--- config.mk ---
export PLATFORM = sky130hd
export DESIGN_NAME = stable_priority_queue_flat
export DESIGN_NICKNAME = d
export VERILOG_FILES = /design/src/hdl/spq_pkg.sv /design/src/hdl/spq_if.sv /design/src/hdl/spq_cell.sv /design/src/hdl/stable_priority_queue.sv /design/src/flat_wrapper.sv
export SDC_FILE = /design/constraint.sdc
export NUM_CORES = 1
export LEC_CHECK = 0
export BUFFER_PORTS_ARGS = -buffer_cell sky130_fd_sc_hd__clkbuf_2
export CORE_ASPECT_RATIO = 0.7
export CORE_MARGIN = 5
export CORE_UTILIZATION = 50
export CTS_CLUSTER_DIAMETER = 80
export DETAILED_ROUTE_END_ITERATION = 7
export PLACE_DENSITY = 0.67
export SYNTH_ARGS = -nofsm -noshare
export SYNTH_HDL_FRONTEND = slang
export SYNTH_SLANG_ARGS = --single-unit
--- constraint.sdc ---
create_clock -name clk -period 8.76 [get_ports clk]
set_clock_uncertainty 0.05 [all_clocks]
set_input_delay 1.752 -clock clk [delete_from_list [all_inputs] [get_ports clk]]
set_output_delay 1.752 -clock clk [all_outputs]
set_load 0.005 [all_outputs]
--- src/hdl/spq_pkg.sv ---
// Shared types, codes and helpers for the stable priority queue.
package spq_pkg;

    // Field widths fixed by the transaction format.
    localparam int PRIO_W = 3;
    localparam int ID_W   = 32;
    localparam int OCC_W  = 5;

    // Default sizing of the queue.
    localparam int CAPACITY_DEFAULT        = 16;
    localparam int PRIORITY_LEVELS_DEFAULT = 5;

    // Operation codes carried in the kind field.
    localparam logic KIND_INSERT = 1'b0;
    localparam logic KIND_REMOVE = 1'b1;

    // Result status codes.
    typedef enum logic [1:0] {
        ST_DONE  = 2'd0,
        ST_FULL  = 2'd1,
        ST_EMPTY = 2'd2
    } status_t;

    // One held entry.
    typedef struct packed {
        logic [PRIO_W-1:0]      prio;
        logic signed [ID_W-1:0] id;
    } entry_t;

    // Command broadcast to every cell of the chain.
    typedef struct packed {
        logic   insert;
        logic   remove;
        entry_t new_entry;
    } cell_cmd_t;

    // Clamp a requested priority to the highest legal level.
    function automatic logic [PRIO_W-1:0] sat_priority(input logic [PRIO_W-1:0] prio,
                                                       input int levels);
        logic [PRIO_W-1:0] result;
        result = prio;
        if (int'(prio) >= levels)
        begin
            result = PRIO_W'(levels - 1);
        end
        return result;
    endfunction

endpackage

--- src/hdl/spq_if.sv ---
// Valid/ready channel interfaces for requests and responses.
interface spq_req_if;
    logic                              valid;
    logic                              ready;
    logic                              kind;
    logic [spq_pkg::PRIO_W-1:0]        priority_req;
    logic signed [spq_pkg::ID_W-1:0]   id_number;

    modport source (output valid, output kind, output priority_req, output id_number,
                    input ready);
    modport sink   (input valid, input kind, input priority_req, input id_number,
                    output ready);
endinterface

interface spq_rsp_if;
    logic                              valid;
    logic                              ready;
    logic [1:0]                        status;
    logic [spq_pkg::PRIO_W-1:0]        out_priority;
    logic signed [spq_pkg::ID_W-1:0]   out_id;
    logic [spq_pkg::OCC_W-1:0]         occupancy;

    modport source (output valid, output status, output out_priority, output out_id,
                    output occupancy, input ready);
    modport sink   (input valid, input status, input out_priority, input out_id,
                    input occupancy, output ready);
endinterface

--- src/hdl/spq_cell.sv ---
// One slot of the sorted shift chain.
module spq_cell (
    input  logic               clk,
    input  spq_pkg::cell_cmd_t cmd,
    input  logic               occupied,
    input  spq_pkg::entry_t    left_entry,
    input  logic               left_behind,
    input  spq_pkg::entry_t    right_entry,
    output spq_pkg::entry_t    entry,
    output logic               behind
);

    spq_pkg::entry_t entry_reg;
    spq_pkg::entry_t entry_next;

    // A new entry goes behind this slot when the slot is held and the new entry is not more urgent.
    assign behind = occupied && (entry_reg.prio <= cmd.new_entry.prio);
    assign entry  = entry_reg;

    // Insert: slots behind the new entry shift one place toward the tail.
    // Remove: every slot takes its right neighbor.
    always_comb
    begin
        entry_next = entry_reg;
        if (cmd.insert)
        begin
            if (!behind)
            begin
                entry_next = left_behind ? cmd.new_entry : left_entry;
            end
        end
        else if (cmd.remove)
        begin
            entry_next = right_entry;
        end
    end

    // Slot storage carries payload only.
    always_ff @(posedge clk)
    begin
        entry_reg <= entry_next;
    end

endmodule

--- src/hdl/stable_priority_queue.sv ---
// Top level of the stable priority queue: cell chain, fill counter and result register.
// Stable priority queue. Entries are held in a chain of CAPACITY cells kept
// sorted by priority, lowest value at the head, with equal priorities in
// arrival order. Every request transaction (insert or remove) yields exactly
// one response transaction, registered in the cycle after the request is taken.
// The queue accepts one request per cycle: all cells update in parallel,
// each deciding from its own entry, its left neighbor's entry and flag, its
// right neighbor's entry and the broadcast request, and the response register
// frees the request side whenever it is empty or being drained. An insert into
// a full queue is dropped with status FULL; a remove from an empty queue
// returns status EMPTY with zero payload. No clearing pass is needed after reset.
module stable_priority_queue #(
    parameter int CAPACITY        = spq_pkg::CAPACITY_DEFAULT,
    parameter int PRIORITY_LEVELS = spq_pkg::PRIORITY_LEVELS_DEFAULT
) (
    input  logic       clk,
    input  logic       rst_n,
    spq_req_if.sink    req,
    spq_rsp_if.source  rsp
);

    localparam int CNT_W = $clog2(CAPACITY + 1);

    logic [CNT_W-1:0]            count_reg;
    logic [CNT_W-1:0]            count_next;
    logic                        rsp_valid_reg;
    logic                        rsp_valid_next;
    spq_pkg::status_t            status_reg;
    spq_pkg::status_t            status_next;
    spq_pkg::entry_t             out_entry_reg;
    spq_pkg::entry_t             out_entry_next;

    logic                        accept;
    logic                        is_full;
    logic                        queue_empty;
    spq_pkg::cell_cmd_t          cmd;
    spq_pkg::entry_t             entry_w  [CAPACITY];
    logic                        behind_w [CAPACITY];

    // Handshake: take a request whenever the response register can be refilled.
    assign req.ready   = !rsp_valid_reg || rsp.ready;
    assign accept      = req.valid && req.ready;
    assign is_full     = (count_reg == CNT_W'(CAPACITY));
    assign queue_empty = (count_reg == '0);

    // Broadcast command for the cells.
    always_comb
    begin
        cmd.insert         = accept && (req.kind == spq_pkg::KIND_INSERT) && !is_full;
        cmd.remove         = accept && (req.kind == spq_pkg::KIND_REMOVE) && !queue_empty;
        cmd.new_entry.prio = spq_pkg::sat_priority(req.priority_req, PRIORITY_LEVELS);
        cmd.new_entry.id   = req.id_number;
    end

    // Chain of cells, slot 0 at the head.
    for (genvar i = 0; i < CAPACITY; i++)
    begin : g_cell
        spq_pkg::entry_t left_entry;
        logic            left_behind;
        spq_pkg::entry_t right_entry;

        if (i == 0)
        begin : g_head
            assign left_entry  = cmd.new_entry;
            assign left_behind = 1'b1;
        end
        else
        begin : g_body
            assign left_entry  = entry_w[i-1];
            assign left_behind = behind_w[i-1];
        end

        if (i == CAPACITY - 1)
        begin : g_tail
            assign right_entry = entry_w[i];
        end
        else
        begin : g_inner
            assign right_entry = entry_w[i+1];
        end

        spq_cell u_cell (
            .clk         (clk),
            .cmd         (cmd),
            .occupied    (count_reg > CNT_W'(i)),
            .left_entry  (left_entry),
            .left_behind (left_behind),
            .right_entry (right_entry),
            .entry       (entry_w[i]),
            .behind      (behind_w[i])
        );
    end

    // Fill count and response contents.
    always_comb
    begin
        count_next     = count_reg;
        rsp_valid_next = rsp_valid_reg;
        status_next    = status_reg;
        out_entry_next = out_entry_reg;
        if (rsp.valid && rsp.ready)
        begin
            rsp_valid_next = 1'b0;
        end
        if (accept)
        begin
            rsp_valid_next = 1'b1;
            out_entry_next = '0;
            if (req.kind == spq_pkg::KIND_INSERT)
            begin
                if (is_full)
                begin
                    status_next = spq_pkg::ST_FULL;
                end
                else
                begin
                    status_next = spq_pkg::ST_DONE;
                    count_next  = count_reg + 1'b1;
                end
            end
            else
            begin
                if (queue_empty)
                begin
                    status_next = spq_pkg::ST_EMPTY;
                end
                else
                begin
                    status_next    = spq_pkg::ST_DONE;
                    out_entry_next = entry_w[0];
                    count_next     = count_reg - 1'b1;
                end
            end
        end
    end

    // Control state.
    always_ff @(posedge clk or negedge rst_n)
    begin
        if (!rst_n)
        begin
            count_reg     <= '0;
            rsp_valid_reg <= 1'b0;
        end
        else
        begin
            count_reg     <= count_next;
            rsp_valid_reg <= rsp_valid_next;
        end
    end

    // Response payload, occupancy taken from the count after the step.
    logic [CNT_W-1:0] occ_reg;

    always_ff @(posedge clk)
    begin
        status_reg    <= status_next;
        out_entry_reg <= out_entry_next;
        if (accept)
        begin
            occ_reg <= count_next;
        end
    end

    assign rsp.valid        = rsp_valid_reg;
    assign rsp.status       = status_reg;
    assign rsp.out_priority = out_entry_reg.prio;
    assign rsp.out_id       = out_entry_reg.id;
    assign rsp.occupancy    = spq_pkg::OCC_W'(occ_reg);

    // The count never passes the number of cells.
    a_count_bound: assert property (@(posedge clk) disable iff (!rst_n)
        count_reg <= CNT_W'(CAPACITY))
        else $error("fill count exceeds capacity");

    // A successful remove shrinks the count by one.
    a_remove_dec: assert property (@(posedge clk) disable iff (!rst_n)
        (accept && req.kind == spq_pkg::KIND_REMOVE && !queue_empty)
        |=> (count_reg == $past(count_reg) - 1'b1))
        else $error("remove did not decrement the fill count");

    // A dropped insert leaves the count at capacity and reports FULL.
    a_full_drop: assert property (@(posedge clk) disable iff (!rst_n)
        (accept && req.kind == spq_pkg::KIND_INSERT && is_full)
        |=> (status_reg == spq_pkg::ST_FULL && count_reg == CNT_W'(CAPACITY)))
        else $error("insert into full queue not dropped");

    // Every accepted request leaves a response pending.
    a_rsp_pending: assert property (@(posedge clk) disable iff (!rst_n)
        accept |=> rsp_valid_reg)
        else $error("accepted request produced no response");

endmodule
--- src/flat_wrapper.sv ---
// flat-port wrapper written by rule: the top's interface ports become plain ports
module stable_priority_queue_flat 
#(
    parameter int CAPACITY        = spq_pkg::CAPACITY_DEFAULT,
    parameter int PRIORITY_LEVELS = spq_pkg::PRIORITY_LEVELS_DEFAULT
)
  (clk, rst_n, req_valid, req_kind, req_priority_req, req_id_number, req_ready, rsp_valid, rsp_status, rsp_out_priority, rsp_out_id, rsp_occupancy, rsp_ready);
  spq_req_if req_i ();
  spq_rsp_if rsp_i ();
  input  logic clk;
  input  logic rst_n;
  input wire logic [$bits(req_i.valid)-1:0] req_valid;
  input wire logic [$bits(req_i.kind)-1:0] req_kind;
  input wire logic [$bits(req_i.priority_req)-1:0] req_priority_req;
  input wire logic [$bits(req_i.id_number)-1:0] req_id_number;
  output wire logic [$bits(req_i.ready)-1:0] req_ready;
  output wire logic [$bits(rsp_i.valid)-1:0] rsp_valid;
  output wire logic [$bits(rsp_i.status)-1:0] rsp_status;
  output wire logic [$bits(rsp_i.out_priority)-1:0] rsp_out_priority;
  output wire logic [$bits(rsp_i.out_id)-1:0] rsp_out_id;
  output wire logic [$bits(rsp_i.occupancy)-1:0] rsp_occupancy;
  input wire logic [$bits(rsp_i.ready)-1:0] rsp_ready;
  assign req_i.valid = req_valid;
  assign req_i.kind = req_kind;
  assign req_i.priority_req = req_priority_req;
  assign req_i.id_number = req_id_number;
  assign req_ready = req_i.ready;
  assign rsp_valid = rsp_i.valid;
  assign rsp_status = rsp_i.status;
  assign rsp_out_priority = rsp_i.out_priority;
  assign rsp_out_id = rsp_i.out_id;
  assign rsp_occupancy = rsp_i.occupancy;
  assign rsp_i.ready = rsp_ready;
  stable_priority_queue #(.CAPACITY(CAPACITY), .PRIORITY_LEVELS(PRIORITY_LEVELS)) u_core (.clk(clk), .rst_n(rst_n), .req(req_i), .rsp(rsp_i));
endmodule
* Word level (Yosys, flattened, before mapping)
Cells that the tools add are included.
Word-level totals: flip-flop bits (word level) 608, input bits 40, output and inout port bits 44, logic and storage cells 207
Cells by class: add/subtract/negate cells 2, $lt $le $gt $ge 33, equality and inequality tests 16, muxes and demuxes 70, bitwise gates (word level) 2, reduce and logical (&&, ||, !) cells 46
Operator list (count):
- $mux 35 | 60
- $le 3x3->1 | 16
- $gt 5x4->1 const B | 8
- $reduce_and 2->1 | 16
- $ne 2x2->1 const B | 15
- $logic_and 1x1->1 | 22
- $gt 5x3->1 const B | 4
- $mux 5 | 4
- $gt 5x1->1 const B | 2
- $gt 5x2->1 const B | 2
- $add 5x1->5 const B | 1
- $eq 5x5->1 const B | 1
- $logic_not 5->1 | 1
- $sub 5x1->5 const B | 1
- $mux 2 | 2
- $reduce_bool 2->1 | 2
- $ge 3x3->1 const B | 1
- $logic_not 1->1 | 3
- $mux 1 | 3
- $mux 3 | 1
- $not 1->1 | 2
- $reduce_or 2->1 | 1
- $logic_or 1x1->1 | 1

* Longest topological paths before layout
word-level depth 7, depth in mapped cells 14

* Cells and area by module
From an unflattened synthesis, not the netlist that was laid out.
Second synthesis, totals: cell total of the unflattened synthesis 2835, area total of the unflattened synthesis 32835.2 um^2
Modules (own cells, without submodules):
- spq_cell | times used 16, cells an instance 166, area each 1913.1 um^2, seq. area each 1051.0 um^2
- stable_priority_queue | times used 1, cells an instance 179, area each 2225.9 um^2, seq. area each 1411.4 um^2

* Worst setup path after synthesis
OpenSTA, ideal clock, no wires.
path type input -> register, from input port req_priority_req[2], to register u_core.g_cell[3].u_cell.entry_reg (netlist bit u_core.g_cell[3].u_cell.entry[0]), enable pin, library setup time 476 ps, arrival time 6171 ps, setup slack 2063 ps, cell stages on the path 11, cell sequence buf_4 buf_4 buf_2 nor2b_1 inv_1 ha_1 a211oi_1 a2111oi_0 buf_2 buf_4 o21ai_0
On the way: word-level cells in the longest chain between the ends 6
RTL lines:
- from (decl) | RTL line flat_wrapper.sv:14 | input wire logic [$bits(req_i.priority_req)-1:0] req_priority_req;
- $ge 3x3->1 | RTL line spq_pkg.sv:42 | if (int'(prio) >= levels)
- $mux 3 * | RTL line spq_pkg.sv:42
- $le 3x3->1 * | RTL line spq_cell.sv:17 | assign behind = occupied && (entry_reg.prio <= cmd.new_entry.prio);
- $logic_and 1x1->1 * | RTL line spq_cell.sv:17
- $ne 2x2->1 (no source line) *
- $reduce_and 2->1 (no source line) *
- to (signal assigned) | RTL line spq_cell.sv:41 | entry_reg <= entry_next;
- to (decl) | RTL line spq_cell.sv:13 | spq_pkg::entry_t entry_reg;
Every way passes the cells marked *; elsewhere a longest branch is shown, timed or not. A chain may end at the register's enable or synchronous reset.

* Worst setup path in the final report
from input port req_priority_req[2], to register u_core.g_cell[5].u_cell.entry_reg (netlist bit u_core.g_cell[5].u_cell.entry[9]), enable pin
On the way: word-level cells in the longest chain between the ends 6
RTL lines (RTL line):
- $ge 3x3->1 | spq_pkg.sv:42
- $mux 3 * | spq_pkg.sv:42
- $le 3x3->1 * | spq_cell.sv:17
- $logic_and 1x1->1 * | spq_cell.sv:17
- $ne 2x2->1 (no source line) *
- $reduce_and 2->1 (no source line) *
- to (signal assigned) | spq_cell.sv:41
- to (decl) | spq_cell.sv:13
Marks and branches as above.

==> report_table.html <==
<table>
<tr><th>Metric</th><th>Value</th></tr>
<tr><th colspan="2">Timing</th></tr>
<tr><td>Setup Total Neg Slack</td><td>0 ns</td></tr>
<tr><td>Final critical-path setup slack</td><td>between 3 and 4 ns</td></tr>
<tr><td>RSZ-0062 raised after global routing</td><td>no</td></tr>
<tr><td>Final setup violation count</td><td>0</td></tr>
<tr><td>Minimum period implied by the final worst setup slack</td><td>5.44 ns</td></tr>
<tr><td>Number of max-slew violations in the final report</td><td>34</td></tr>
<tr><td>Slew margin rel.</td><td>-1.01%</td></tr>
<tr><td>Transition time of the tightest slew-check pin</td><td>between 1.5 and 2 ns</td></tr>
<tr><td>Final hold viol count</td><td>0</td></tr>
<tr><td>Max Freq</td><td>0.184 GHz</td></tr>
<tr><td>Fraction of the cycle the final worst path needs</td><td>62.1%</td></tr>
<tr><th colspan="2">Pwr</th></tr>
<tr><td>Clk network pwr share</td><td>around a quarter</td></tr>
<tr><td>Switch Pwr</td><td>3.78 mW</td></tr>
<tr><td>Power per cell area</td><td>roughly 290 nW/um2</td></tr>
<tr><td>Maximum ir drop on the vdd rail</td><td>~0.00018 V</td></tr>
<tr><td>Combinational fraction of design power</td><td>31.5%</td></tr>
<tr><td>Switching power as a share of total power</td><td>37.4%</td></tr>
<tr><td>Static Leakage</td><td>12.5 nW</td></tr>
<tr><td>Part of the power in registers</td><td>42.1%</td></tr>
<tr><td>P_int</td><td>roughly 6.3 mW</td></tr>
<tr><th colspan="2">Placement</th></tr>
<tr><td>Routability congestion estimate</td><td>0.973</td></tr>
<tr><td>Detailed placer's ending HPWL</td><td>70.8 mm</td></tr>
<tr><td>Pre-CTS worst setup slack</td><td>2.77 ns</td></tr>
<tr><td>Area after DPL</td><td>around 33000 um2</td></tr>
<tr><td>Port buffer count</td><td>83</td></tr>
<tr><th colspan="2">Clock tree</th></tr>
<tr><td>Later-pin clock latency in the skew report</td><td>0.65 ns</td></tr>
<tr><td>Root Buffer Master</td><td>clkbuf_16</td></tr>
<tr><td>CTS Sinks</td><td>608</td></tr>
<tr><td>Clock tree from TritonCTS</td><td>yes</td></tr>
<tr><td>Buffer count from post-CTS setup fixing</td><td>0</td></tr>
<tr><td>Worst-case clock buffer depth</td><td>3</td></tr>
<tr><td>Total of cells resized after clock tree synthesis</td><td>0</td></tr>
<tr><td>Cts bufs inserted</td><td>59</td></tr>
<tr><td>Clk pin slew, worst setup/hold paths</td><td>0.06 ns</td></tr>
<tr><td>H-tree level count</td><td>2</td></tr>
<tr><td>Cts-stage hold buffer count</td><td>0</td></tr>
<tr><th colspan="2">Worst hold path</th></tr>
<tr><td>Type of the tightest min-delay check</td><td>reg -&gt; reg</td></tr>
<tr><th colspan="2">Floorplanning</th></tr>
<tr><td>Floorplan die area</td><td>approximately 70000 um2</td></tr>
<tr><td>FP Rows</td><td>just under 80</td></tr>
<tr><td>Initial cell density of the core</td><td>50.3%</td></tr>
<tr><td>Io pins</td><td>between 80 and 90</td></tr>
<tr><td>DIE WIDTH</td><td>315 um</td></tr>
<tr><td>Die Y-Extent</td><td>223 um</td></tr>
<tr><td>Area of the placeable core</td><td>around 65000 um2</td></tr>
<tr><th colspan="2">Synthesis</th></tr>
<tr><td>Synthesized area per cell</td><td>around 11 um2</td></tr>
<tr><td>Largest family of logic cells by synthesized area</td><td>compound AO/OA/AOI/OAI gates</td></tr>
<tr><td>Proportion of register bits with asynchronous set or reset after synthesis</td><td>0.987%</td></tr>
<tr><td>Count of unique library cells instantiated by Yosys</td><td>67</td></tr>
<tr><td>Post-Synthesis Cell Area</td><td>32500 um2</td></tr>
<tr><td>Primary flip-flop cell chosen by synthesis mapping</td><td>edfxtp_1</td></tr>
<tr><td>XOR/XNOR Fraction of Synth Area</td><td>0.0539%</td></tr>
<tr><td>EDFF count, synth</td><td>roughly 600</td></tr>
<tr><td>Cells after synthesis</td><td>3030</td></tr>
<tr><td>Proportion of synthesized area in mux cells</td><td>5.22%</td></tr>
<tr><td>Flops &amp; latches, synth</td><td>608</td></tr>
<tr><td>Count of warnings emitted by yosys</td><td>0</td></tr>
<tr><td>Synthesized netlist net count</td><td>around 3100</td></tr>
<tr><td>Post-synthesis simple-gate area fraction</td><td>13.7%</td></tr>
<tr><td>Sequential cell area fraction in the yosys report</td><td>56.1%</td></tr>
<tr><td>Synthesized-area fraction occupied by ao, oa, aoi and oai cells</td><td>19.7%</td></tr>
<tr><td>Area share of fa/ha/maj cells after synthesis</td><td>less than 1%</td></tr>
<tr><th colspan="2">Global routing</th></tr>
<tr><td>Total overflow reported by the global router</td><td>0</td></tr>
<tr><td>Maximum number of pins on one net before global-route repair</td><td>265</td></tr>
<tr><td>Global-route wire length before repair</td><td>163 mm</td></tr>
<tr><td>Vias in the first global route</td><td>24600</td></tr>
<tr><td>Total global-route track usage</td><td>30.1%</td></tr>
<tr><td>Initial antenna violation count</td><td>2</td></tr>
<tr><th colspan="2">Route</th></tr>
<tr><td>Number of DRC violations after detailed routing</td><td>0</td></tr>
<tr><td>Initial DRC Count</td><td>4376</td></tr>
<tr><td>Vias/cell</td><td>between 6 and 7</td></tr>
<tr><td>Number of routed nets with antenna violations</td><td>0</td></tr>
<tr><td>Total number of vias</td><td>26600</td></tr>
<tr><td>Post-Route WL</td><td>110 mm</td></tr>
<tr><td>Post-detailed-route wirelength per cell</td><td>between 20 and 30 um</td></tr>
<tr><td>1st-pass router iterations</td><td>7</td></tr>
<tr><th colspan="2">Final layout</th></tr>
<tr><td>Flip-flop count of the largest register, all copies and words added</td><td>560</td></tr>
<tr><td>Proportion of layout cells with a drive suffix above 1</td><td>11.1%</td></tr>
<tr><td>Final instance area</td><td>35200 um2</td></tr>
<tr><td>Number of nets in the layout</td><td>a little under 3000</td></tr>
<tr><td>Relative area change from synthesis to final layout</td><td>8.46%</td></tr>
<tr><td>ANT cells</td><td>0</td></tr>
<tr><th colspan="2">Outcome</th></tr>
<tr><td>Result of the run</td><td>finished with violations</td></tr>
<tr><td>Failing checks</td><td>max-capacitance violations, max-slew violations</td></tr>
<tr><th colspan="2">Critical path</th></tr>
<tr><td>Worst Path Required</td><td>8.86 ns</td></tr>
<tr><td>Setup Crit Path Kind</td><td>in -&gt; reg</td></tr>
<tr><td>Category of the worst setup path capture point</td><td>flop</td></tr>
<tr><td>Critical Path Most Common Cell</td><td>buf_4</td></tr>
<tr><td>Maximum single-stage delay on the critical path</td><td>1.05 ns</td></tr>
<tr><td>Arrival time of the worst setup path</td><td>5.54 ns</td></tr>
<tr><td>Cell type of the slowest stage on the worst timing path</td><td>nor2b_2</td></tr>
<tr><td>CP startpoint kind</td><td>primary input</td></tr>
<tr><td>List of cells traversed by the critical path</td><td>clkbuf_2 &gt; buf_4 &gt; nor2b_1 &gt; inv_1 &gt; buf_4 &gt; ha_1 &gt; nand2_1 &gt; a21oi_1 &gt; nor2b_2 &gt; a31oi_1 &gt; nand2b_2</td></tr>
<tr><td>Maximum fanout along the worst path</td><td>55</td></tr>
<tr><th colspan="2">Run</th></tr>
<tr><td># Max-Cap Violations</td><td>1</td></tr>
</table>
==> synth_stat cells (3+ instances only) <==
| library cell | count | share of area [%] |
|---|---|---|
| a31oi_1 | 142 | 2.7 |
| o31ai_1 | 100 | 2.3 |
| o21ai_0 | 191 | 2.9 |
| o211ai_2 | 30 | 1.2 |
| o31a_1 | 35 | 0.94 |
| nand4_1 | 98 | 1.9 |
| edfxtp_1 | 602 | 56 |
| a221o_1 | 8 | 0.25 |
| a21o_1 | 7 | 0.16 |
| ha_1 | 21 | 0.81 |
| or2_1 | 4 | 0.077 |
| clkbuf_1 | 225 | 2.6 |
| nor4_1 | 3 | 0.058 |
| buf_6 | 5 | 0.17 |
| mux2_2 | 35 | 1.2 |
| nor2b_1 | 18 | 0.35 |
| a21oi_1 | 40 | 0.62 |
| a211oi_1 | 7 | 0.16 |
| buf_2 | 66 | 1.0 |
| a21boi_0 | 33 | 0.76 |
| mux2i_1 | 130 | 4.0 |
| nand3_1 | 79 | 1.2 |
| nor3_1 | 9 | 0.14 |
| nand2_1 | 448 | 5.2 |
| buf_4 | 10 | 0.23 |
| buf_1 | 19 | 0.22 |
| a32oi_1 | 3 | 0.081 |
| nor2_1 | 158 | 1.8 |
| and2_1 | 40 | 0.77 |
| dfrtp_1 | 6 | 0.46 |
| o21ai_1 | 19 | 0.29 |
| nor3b_1 | 4 | 0.092 |
| o211ai_1 | 279 | 6.4 |
| and3_1 | 36 | 0.69 |
| o21a_1 | 12 | 0.28 |
| inv_1 | 17 | 0.20 |
| nand2b_1 | 55 | 1.1 |
==> cell families after synthesis <==
kind of cell,count (synthesis)
xor gates and xnor gates,2
adders and majority gates,21
AOI/OAI and AO/OA,925
muxes,165
buffers and inverters,345
DFF,608
and+or+nand+nor,964
==> power by group through the flow <==
stage                     clock (mW)  combinational, mW  sequential (mW)
after global routing            2.81               3.38             4.27
after global placement             0               2.98             4.26
after detailed placement           0               3.08             4.27
after floorplan                    0               2.23             4.10
final                           2.66               3.18             4.25
after CTS                       2.68               3.09             4.21
==> final timing paths <==
kind                                                     from                                 end  slack, ns  depth (start not counted)
min                        u_core.g_cell[15].u_cell.entry[11]  u_core.g_cell[14].u_cell.entry[11]       0.50                          2
max in group asynchronous                               rst_n                 u_core.count_reg[3]       7.61                          1
min reg2reg                u_core.g_cell[15].u_cell.entry[11]  u_core.g_cell[14].u_cell.entry[11]       0.50                          2
max reg2reg                               u_core.count_reg[1]    u_core.g_cell[5].u_cell.entry[9]       4.28                          6
min in group asynchronous                               rst_n                 u_core.count_reg[1]       0.89                          1
max                                       req_priority_req[2]    u_core.g_cell[5].u_cell.entry[9]       3.32                         11
==> layout by cell type (no fill, tap or decap), drive strengths merged, types with 98 or more instances in the layout <==
| master | count |
|---|---|
| edfxtp | 602 |
| nand2 | 448 |
| mux2i | 130 |
| nor2 | 158 |
| o211ai | 309 |
| a31oi | 142 |
| nand4 | 98 |
| o31ai | 100 |
| clkbuf | 155 |
| o21ai | 210 |
==> area by class of cell <==
cell class | instances | area (um2)
fillers | 5601 | 29400
flip-flops and latches | 608 | 18200
multi-input cells | 2077 | 13000
clock buffers | 72 | 1550
well taps | 880 | 1100
repair buffers | 140 | 881
clock inverters | 38 | 399
inverters | 18 | 67.6
==> metrics by stage <==
stage               power (mW)  util (%)  hold WS, ns  cells
finish                    10.1      54.5        0.495   3833
global route              10.5      54.5        0.503   3833
CTS                       9.98      54.5        0.493   3833
detailed placement        7.35      51.5        0.477   3723
global placement          7.24      51.5        0.471   3723
floorplan                 6.33         -        0.465   3030
==> routing by layer <==
layer	vias to the layer above	GRT usage (%)	wire length [um]
met5	-	0	0
met4	0	4.22	1210
met3	129	15.0	20000
met2	2025	36.4	40300
met1	13100	48.3	48200
li1	11300	-	-
==> critical path: cells and delay by family <==
| family | cells | cell delay (ns) |
|---|---|---|
| simple gates | 4 | 2.05 |
| buf+inv | 4 | 0.93 |
| fa+ha+maj | 1 | 0.33 |
| compound gates | 2 | 0.41 |
No activity file was read; power rests on OpenSTA's default activity.
